## config.mk

```make
export PLATFORM = sky130hd
export DESIGN_NAME = rgb_to_hls_converter_core
export DESIGN_NICKNAME = d
export VERILOG_FILES = /design/src/rtl/core/rgb2hls_pkg.sv /design/src/rtl/core/rgb2hls_front.sv /design/src/rtl/core/rgb2hls_div.sv /design/src/rtl/core/rgb2hls_back.sv /design/src/rtl/core/rgb_to_hls_converter_core.sv
export VERILOG_INCLUDE_DIRS = /design/src /design/src/rtl/core
export SDC_FILE = /design/constraint.sdc
export NUM_CORES = 1
export LEC_CHECK = 0
export ABC_CLOCK_PERIOD_IN_PS = 9300
export BUFFER_PORTS_ARGS = -buffer_cell sky130_fd_sc_hd__buf_4
export CAP_MARGIN = 20
export CORE_MARGIN = 4
export CORE_UTILIZATION = 55
export DETAILED_ROUTE_END_ITERATION = 10
export GPL_ROUTABILITY_DRIVEN = 0
export PLACE_DENSITY = 0.71
export SLEW_MARGIN = 15
export SYNTH_ARGS = -nofsm -noshare
export SYNTH_HDL_FRONTEND = slang
export SYNTH_SLANG_ARGS = --single-unit
```

## constraint.sdc

```tcl
create_clock -name clk -period 9.3 [get_ports clk]
set_clock_uncertainty 0.15 [all_clocks]
set_input_delay 0.465 -clock clk [delete_from_list [all_inputs] [get_ports clk]]
set_output_delay 0.465 -clock clk [all_outputs]
set_load 0.005 [all_outputs]
```

## src/rtl/core/assert_macros.svh

```systemverilog
// assertion macros shared by the rgb to hls core
`ifndef ASSERT_MACROS_SVH
`define ASSERT_MACROS_SVH

// antecedent true implies consequent true in the same cycle
`define ASSERT_IMPLIES(label, clk, rst, ante, cons) \
  label: assert property (@(posedge clk) disable iff (rst) (ante) |-> (cons)) \
    else $error("implication check failed");

// antecedent true implies consequent true in the next cycle
`define ASSERT_NEXT(label, clk, rst, ante, cons) \
  label: assert property (@(posedge clk) disable iff (rst) (ante) |=> (cons)) \
    else $error("next cycle check failed");

`endif

```

## src/rtl/core/rgb2hls_pkg.sv

```systemverilog
// types, constants and the divider step function of the rgb to hls core
package rgb2hls_pkg;

  localparam int unsigned PIX_W    = 8;
  localparam int unsigned REM_W    = 17;
  localparam int unsigned QUO_W    = 9;
  localparam int unsigned DEN_W    = 9;
  localparam int unsigned LANES    = 3;
  localparam int unsigned DIV_STAGES = 3;
  localparam int unsigned DIV_STEPS  = QUO_W / DIV_STAGES;

  // lane order inside the divider
  localparam int unsigned LANE_SAT = 0;
  localparam int unsigned LANE_A   = 1;
  localparam int unsigned LANE_B   = 2;

  localparam logic [8:0]  LIGHT_HALF  = 9'd128;
  localparam logic [9:0]  SUM_FULL    = 10'd512;
  localparam logic [11:0] HUE_BASE_G  = 12'd512;
  localparam logic [11:0] HUE_BASE_B  = 12'd1024;
  localparam logic [11:0] RECIP6      = 12'd2731;
  localparam int unsigned RECIP6_SHIFT = 14;
  localparam logic [7:0]  SAT_MAX     = 8'd255;

  typedef enum logic [1:0] {
    MAX_RED,
    MAX_GREEN,
    MAX_BLUE
  } max_sel_t;

  typedef struct packed {
    logic [REM_W-1:0] rem;
    logic [QUO_W-1:0] quo;
    logic [DEN_W-1:0] den;
  } lane_t;

  typedef struct packed {
    lane_t [LANES-1:0]  lane;
    logic [PIX_W-1:0]   light;
    logic               grey;
    max_sel_t           sel;
  } work_t;

  // restoring division, DIV_STEPS quotient bits starting at bit top
  function automatic lane_t div_iter(lane_t l, int unsigned top);
    lane_t            r;
    logic [REM_W-1:0] trial;
    int unsigned      sh;
    r = l;
    for (int unsigned k = 0; k < DIV_STEPS; k++) begin
      sh    = top - k;
      trial = REM_W'(r.den) << sh;
      if (r.rem >= trial) begin
        r.rem     = r.rem - trial;
        r.quo[sh] = 1'b1;
      end
    end
    return r;
  endfunction

endpackage

```

## src/rtl/core/rgb2hls_front.sv

```systemverilog
// first stage: max, min, lightness and divider operand setup
module rgb2hls_front (
  input  logic                      clk,
  input  logic                      rst,
  input  logic                      in_valid,
  input  logic [7:0]                red,
  input  logic [7:0]                green,
  input  logic [7:0]                blue,
  output logic                      out_valid,
  output rgb2hls_pkg::work_t        out_data
);
  import rgb2hls_pkg::*;

  logic [PIX_W-1:0] mx, mn, span, dist_a, dist_b;
  logic [8:0]       sum;
  logic [DEN_W-1:0] sat_den;
  max_sel_t         sel;
  work_t            data_next;

  always_comb begin
    if (red >= green && red >= blue) begin
      mx  = red;
      sel = MAX_RED;
    end else if (green >= blue) begin
      mx  = green;
      sel = MAX_GREEN;
    end else begin
      mx  = blue;
      sel = MAX_BLUE;
    end
    mn = red;
    if (green < mn) mn = green;
    if (blue < mn) mn = blue;
    sum  = 9'(mx) + 9'(mn);
    span = mx - mn;
    // lightness below half divides by the sum, otherwise by its complement
    if (sum[8:1] < LIGHT_HALF[7:0]) begin
      sat_den = sum;
    end else begin
      sat_den = DEN_W'(SUM_FULL - 10'(sum));
    end
    // the two channel distances that the hue of this maximum needs
    case (sel)
      MAX_RED: begin
        dist_a = mx - blue;
        dist_b = mx - green;
      end
      MAX_GREEN: begin
        dist_a = mx - red;
        dist_b = mx - blue;
      end
      MAX_BLUE: begin
        dist_a = mx - green;
        dist_b = mx - red;
      end
      default: begin
        dist_a = '0;
        dist_b = '0;
      end
    endcase
    data_next.lane[LANE_SAT] = '{rem: {1'b0, span, 8'b0}, quo: '0, den: sat_den};
    data_next.lane[LANE_A]   = '{rem: {1'b0, dist_a, 8'b0}, quo: '0, den: {1'b0, span}};
    data_next.lane[LANE_B]   = '{rem: {1'b0, dist_b, 8'b0}, quo: '0, den: {1'b0, span}};
    data_next.light = sum[8:1];
    data_next.grey  = (mx == mn);
    data_next.sel   = sel;
  end

  always_ff @(posedge clk) begin
    if (rst) begin
      out_valid <= 1'b0;
    end else begin
      out_valid <= in_valid;
    end
  end

  always_ff @(posedge clk) begin
    out_data <= data_next;
  end

endmodule

```

## src/rtl/core/rgb2hls_div.sv

```systemverilog
// pipelined restoring dividers for saturation and the two hue distances
module rgb2hls_div (
  input  logic                      clk,
  input  logic                      rst,
  input  logic                      in_valid,
  input  rgb2hls_pkg::work_t        in_data,
  output logic                      out_valid,
  output rgb2hls_pkg::work_t        out_data
);
  import rgb2hls_pkg::*;

  work_t      stg       [DIV_STAGES+1];
  logic       stg_valid [DIV_STAGES+1];

  assign stg[0]       = in_data;
  assign stg_valid[0] = in_valid;

  for (genvar s = 0; s < DIV_STAGES; s++) begin : g_stage
    work_t stg_next;

    always_comb begin
      stg_next = stg[s];
      for (int l = 0; l < LANES; l++) begin
        stg_next.lane[l] = div_iter(stg[s].lane[l], QUO_W - 1 - s * DIV_STEPS);
      end
    end

    always_ff @(posedge clk) begin
      if (rst) begin
        stg_valid[s+1] <= 1'b0;
      end else begin
        stg_valid[s+1] <= stg_valid[s];
      end
    end

    always_ff @(posedge clk) begin
      stg[s+1] <= stg_next;
    end
  end

  assign out_valid = stg_valid[DIV_STAGES];
  assign out_data  = stg[DIV_STAGES];

endmodule

```

## src/rtl/core/rgb2hls_back.sv

```systemverilog
// hue combine, divide by six by reciprocal, wrap and output registers
module rgb2hls_back (
  input  logic                      clk,
  input  logic                      rst,
  input  logic                      in_valid,
  input  rgb2hls_pkg::work_t        in_data,
  output logic                      done,
  output logic [7:0]                hue,
  output logic [7:0]                lightness,
  output logic [7:0]                saturation
);
  import rgb2hls_pkg::*;

  // combine stage
  logic [11:0]      hv;
  logic [QUO_W-1:0] qa, qb, qs;
  logic             a_valid, a_neg, a_grey;
  logic [10:0]      a_mag, a_mag_next;
  logic [7:0]       a_light, a_sat, a_sat_next;
  // multiply stage
  logic             b_valid, b_neg, b_grey;
  logic [22:0]      b_prod;
  logic [7:0]       b_light, b_sat;
  logic [7:0]       q6;

  always_comb begin
    qs = in_data.lane[LANE_SAT].quo;
    qa = in_data.lane[LANE_A].quo;
    qb = in_data.lane[LANE_B].quo;
    case (in_data.sel)
      MAX_RED:   hv = 12'(qa) - 12'(qb);
      MAX_GREEN: hv = HUE_BASE_G + 12'(qa) - 12'(qb);
      MAX_BLUE:  hv = HUE_BASE_B + 12'(qa) - 12'(qb);
      default:   hv = '0;
    endcase
    // truncation toward zero: divide the magnitude, restore the sign later
    a_mag_next = hv[11] ? 11'(-hv) : hv[10:0];
    a_sat_next = qs[8] ? SAT_MAX : qs[7:0];
  end

  always_ff @(posedge clk) begin
    if (rst) begin
      a_valid <= 1'b0;
      b_valid <= 1'b0;
      done    <= 1'b0;
    end else begin
      a_valid <= in_valid;
      b_valid <= a_valid;
      done    <= b_valid;
    end
  end

  assign q6 = 8'(b_prod >> RECIP6_SHIFT);

  always_ff @(posedge clk) begin
    a_mag      <= a_mag_next;
    a_neg      <= hv[11];
    a_grey     <= in_data.grey;
    a_light    <= in_data.light;
    a_sat      <= a_sat_next;
    b_prod     <= 23'(a_mag) * 23'(RECIP6);
    b_neg      <= a_neg;
    b_grey     <= a_grey;
    b_light    <= a_light;
    b_sat      <= a_sat;
    lightness  <= b_light;
    saturation <= b_grey ? '0 : b_sat;
    // a negative hue wraps by adding a full turn
    hue        <= b_grey ? '0 : (b_neg ? 8'(-q6) : q6);
  end

endmodule

```

## src/rtl/core/rgb_to_hls_converter_core.sv

```systemverilog
// top level of the pipelined rgb to hls converter
//
//   channel   handshake        payload
//   pixel in  start / busy     red, green, blue
//   result    done (strobe)    hue, lightness, saturation
//
// a pixel can enter every cycle that busy is low; its result strobes out
// after one setup stage, three divider stages of three quotient
// bits each, then combine, reciprocal multiply and output stages.
// busy is high only during reset, which clears the valid bits.
// no stall exists: the result shows for one cycle and must be taken.
module rgb_to_hls_converter_core (
  input  logic       clk,
  input  logic       rst,
  input  logic       start,
  output logic       busy,
  input  logic [7:0] red,
  input  logic [7:0] green,
  input  logic [7:0] blue,
  output logic       done,
  output logic [7:0] hue,
  output logic [7:0] lightness,
  output logic [7:0] saturation
);
  import rgb2hls_pkg::*;

  `include "assert_macros.svh"

  logic  front_valid, div_valid, accept;
  work_t front_data, div_data;

  assign busy   = rst;
  assign accept = start && !busy;

  rgb2hls_front u_front (
    .clk       (clk),
    .rst       (rst),
    .in_valid  (accept),
    .red       (red),
    .green     (green),
    .blue      (blue),
    .out_valid (front_valid),
    .out_data  (front_data)
  );

  rgb2hls_div u_div (
    .clk       (clk),
    .rst       (rst),
    .in_valid  (front_valid),
    .in_data   (front_data),
    .out_valid (div_valid),
    .out_data  (div_data)
  );

  rgb2hls_back u_back (
    .clk        (clk),
    .rst        (rst),
    .in_valid   (div_valid),
    .in_data    (div_data),
    .done       (done),
    .hue        (hue),
    .lightness  (lightness),
    .saturation (saturation)
  );

  `ASSERT_NEXT(a_front_follows_accept, clk, rst, accept, front_valid)
  `ASSERT_IMPLIES(a_div_latency, clk, rst, div_valid, $past(front_valid, 3))
  `ASSERT_IMPLIES(a_back_latency, clk, rst, done, $past(div_valid, 3))
  `ASSERT_IMPLIES(a_total_latency, clk, rst, done, $past(accept, 7))

endmodule
```

==> results by group <==
Placement
  – Port Buf Inserts: 52
  – Area post-placement: 26,600 um2
  – Dpl hpwl: 47,000 um
  – Placed cell count: 3,561

Routing
  – 1st-iter DRT viols: 1,298
  – DR WL/cell: 16.2 um
  – Drt pass-1 iters: 7
  – Routed vias/inst: 5.82
  – Final ANT Viol Nets: 0
  – Number of remaining DRC errors: 0
  – Via count: 21,149
  – Routed WL: 58,800 um

Yosys
  – Syn nets: 3,384
  – Yosys cell types: 93
  – Syn avg cell area: 8.66 um2
  – Post-synth EDFFs: 0
  – Synthesized cell area: 25,600 um2
  – Synth async-reset ratio: 0%
  – Post-synthesis sequential area ratio: 25.3%
  – Top FF cell, synth: dfxtp_1
  – #FFs+latches synth: 323
  – Yosys warns: 0
  – Gate Count Post-Synth: 2,952

Critical path
  – Crit path DAT: 8.52 ns
  – Crit-path slowest cell: dfxtp_1
  – R2R depth: 30
  – CP startpoint: u_front.out_data[38]
  – Worst r2r src: u_front.out_data[38]
  – Cell mode on critical path: o21ai_0
  – Crit. End Element: register
  – Slowest stage delay, CP: 0.64 ns
  – Crit Path Class: register to register
  – Crit-path max FO: 13
  – Worst Path Required: 9.58 ns
  – Critical path launch point type: register

Timing
  – Number of hold violations in the final report: 0
  – Slew Viols, Final: 0
  – Slew HR: 27.3%
  – RSZ-0062 raised after global routing: false
  – Worst-Margin Slew: 1.08 ns
  – Setup violators final: 0
  – TNS Setup: 0 ns
  – Final min period: 8.24 ns
  – Highest achievable clock rate: 0.121 GHz
  – Tcrit/Tclk final: 88.6%

Min path
  – Hold Path Class: input pin to register
  – Hold Crit Start: green[0]
  – Hold depth: 3

Finish
  – Commonest non-fill, non-tap cell in the layout: ha_1
  – Final #Nets: 3,434
  – Fill cell count: 3,859
  – Layout area overhead: 9.06%
  – Most frequent cells in the layout: ha_1 (355), dfxtp_1 (323), inv_1 (232)
  – Final Cell Area: 27,900 um2
  – Final Non-Filler Cells: 3,631
  – Antenna diodes: 0
  – Share of layout cells above drive strength 1: 8.97%

CTS
  – Clk_lat worst skew: 0.55 ns
  – Root Buffer: clkbuf_16
  – Bufs on Longest Clock Path: 3
  – H-tree levels: 2
  – CTS Sinks: 323
  – TritonCTS Buffers: 37
  – Worst-path clk slew: 0.06 ns
  – TritonCTS clock tree: done

Die
  – Die area: 50,000 um2
  – Initial Util: 56.0%
  – Die H: 224 um
  – Die W: 224 um
  – Std-Cell Rows: 78
  – Core Box Area: 45,700 um2
  – Ports: 53

Global routing
  – Remaining global-route overflow: 0
  – First-pass GRT wire length: 98,400 um
  – Vias in the first global route: 20,860
  – Largest net degree at the start of global routing: 33
  – Initial antenna violation count: 0
  – Total track usage: 22.9%

Run status
  – Status: finished, final reports clean

Flow run
  – Max Cap Viol: 0
==> synthesized netlist by cell type, types with 12 or more instances <==
master	number	share of area, %
nor2_1	219	3.2
mux2i_1	54	2.1
inv_1	232	3.4
fa_1	50	3.9
xnor2_1	126	4.3
or2_2	26	0.64
nand4_1	32	0.78
o31a_1	16	0.55
ha_1	355	17
a21boi_0	17	0.50
nand2_1	160	2.3
nand2b_1	39	0.95
a31oi_1	25	0.61
or3_1	23	0.56
xor2_1	84	2.9
nor2b_1	63	1.5
o211ai_1	12	0.35
o31ai_1	31	0.91
dfxtp_1	323	25
nor4_1	17	0.42
nand3_1	43	0.84
o21ai_0	186	3.6
and3_1	16	0.39
o21bai_1	37	1.1
and2_1	22	0.54
a21o_1	79	2.3
nor3b_1	12	0.35
a211oi_1	20	0.59
nor3_1	51	1.0
mux2_2	83	3.7
a21oi_1	199	3.9
clkbuf_1	40	0.59
o21a_1	58	1.7
==> final cells by class <==
type                    instances  area (um2)  share of cell area (%)
inverters                     236         886                    3.18
clock inverters                22         274                   0.982
flip-flops and latches        323        6470                    23.2
well taps                     600         751                    2.69
repair buffers                 67         508                    1.82
multi-input cells            2337       18000                    64.5
clock buffers                  46        1020                    3.66
==> cell families (layout without fill, tap and decap cells) <==
kind of cell             after synthesis  after routing  share of synthesized area (%)
buffers and inverters                292            371                           4.41
AND/OR/NAND/NOR                      778            778                           15.5
AO/OA/AOI/OAI                        798            798                           20.2
adder cells (fa/ha/maj)              405            405                           21.3
XOR/XNOR                             210            210                           7.19
flip-flops                           323            323                           25.3
multiplexers                         146            146                           6.16
==> flip-flops by register name, indices dropped and copies added, names as in the netlist, 2 cells and up <==
register                cells
u_back.b_light              8
u_back.a_sat                8
u_back.hue                  8
u_div.stg_valid             2
u_back.a_light              8
u_div.stg                  75
u_back.lightness            8
u_back.b_sat                8
u_div.g_stage.stg_next     81
u_back.a_mag               11
u_div.out_data             38
u_front.out_data           43
u_back.saturation           8
u_back.b_prod               8
==> per-stage QoR <==
stage,util [%],setup WS [ns],hold slack [ns]
global route,61.1,0.244,0.155
global placement,58.2,1.40,0.160
detailed placement,58.2,1.20,0.162
floorplan,-,2.05,0.160
CTS,61.1,1.12,0.112
finish,61.1,1.06,0.135
==> critical path, delay by kind of cell (launching register included) <==
family | cells | cell delay, ns
AOI/OAI and AO/OA | 16 | 3.84
adders and majority gates | 3 | 1.01
buffers and inverters | 4 | 0.79
DFF | 1 | 0.64
muxes | 1 | 0.39
and+or+nand+nor | 6 | 1.26
==> path summary, 6_finish.rpt <==
| path | end | slack, ns |
|---|---|---|
| setup / recovery | u_div.stg[340] | 1.06 |
| hold / removal | u_front.out_data[107] | 0.14 |
| setup reg to reg | u_div.stg[340] | 1.06 |
| hold reg to reg | u_back.a_grey | 0.17 |
==> per-layer routing <==
layer / part of all wire, % / global-route usage, % / vias up
met5: 0 / 0 / -
met4: 3.7 / 9.03 / 0
met3: 3.8 / 2.75 / 136
met2: 49 / 40.7 / 501
met1: 44 / 28.5 / 9824
li1: - / - / 10688
==> repair_timing <==
item,4_1_cts,5_1_grt
resized for setup,0,0
hold buffers,2,0
buffers inserted,0,0
endpoints found under the hold margin,7,0
Power is left out: the tool's default activity adds up to more than one toggle a clock period on the data nets, which glitch-free logic cannot reach.
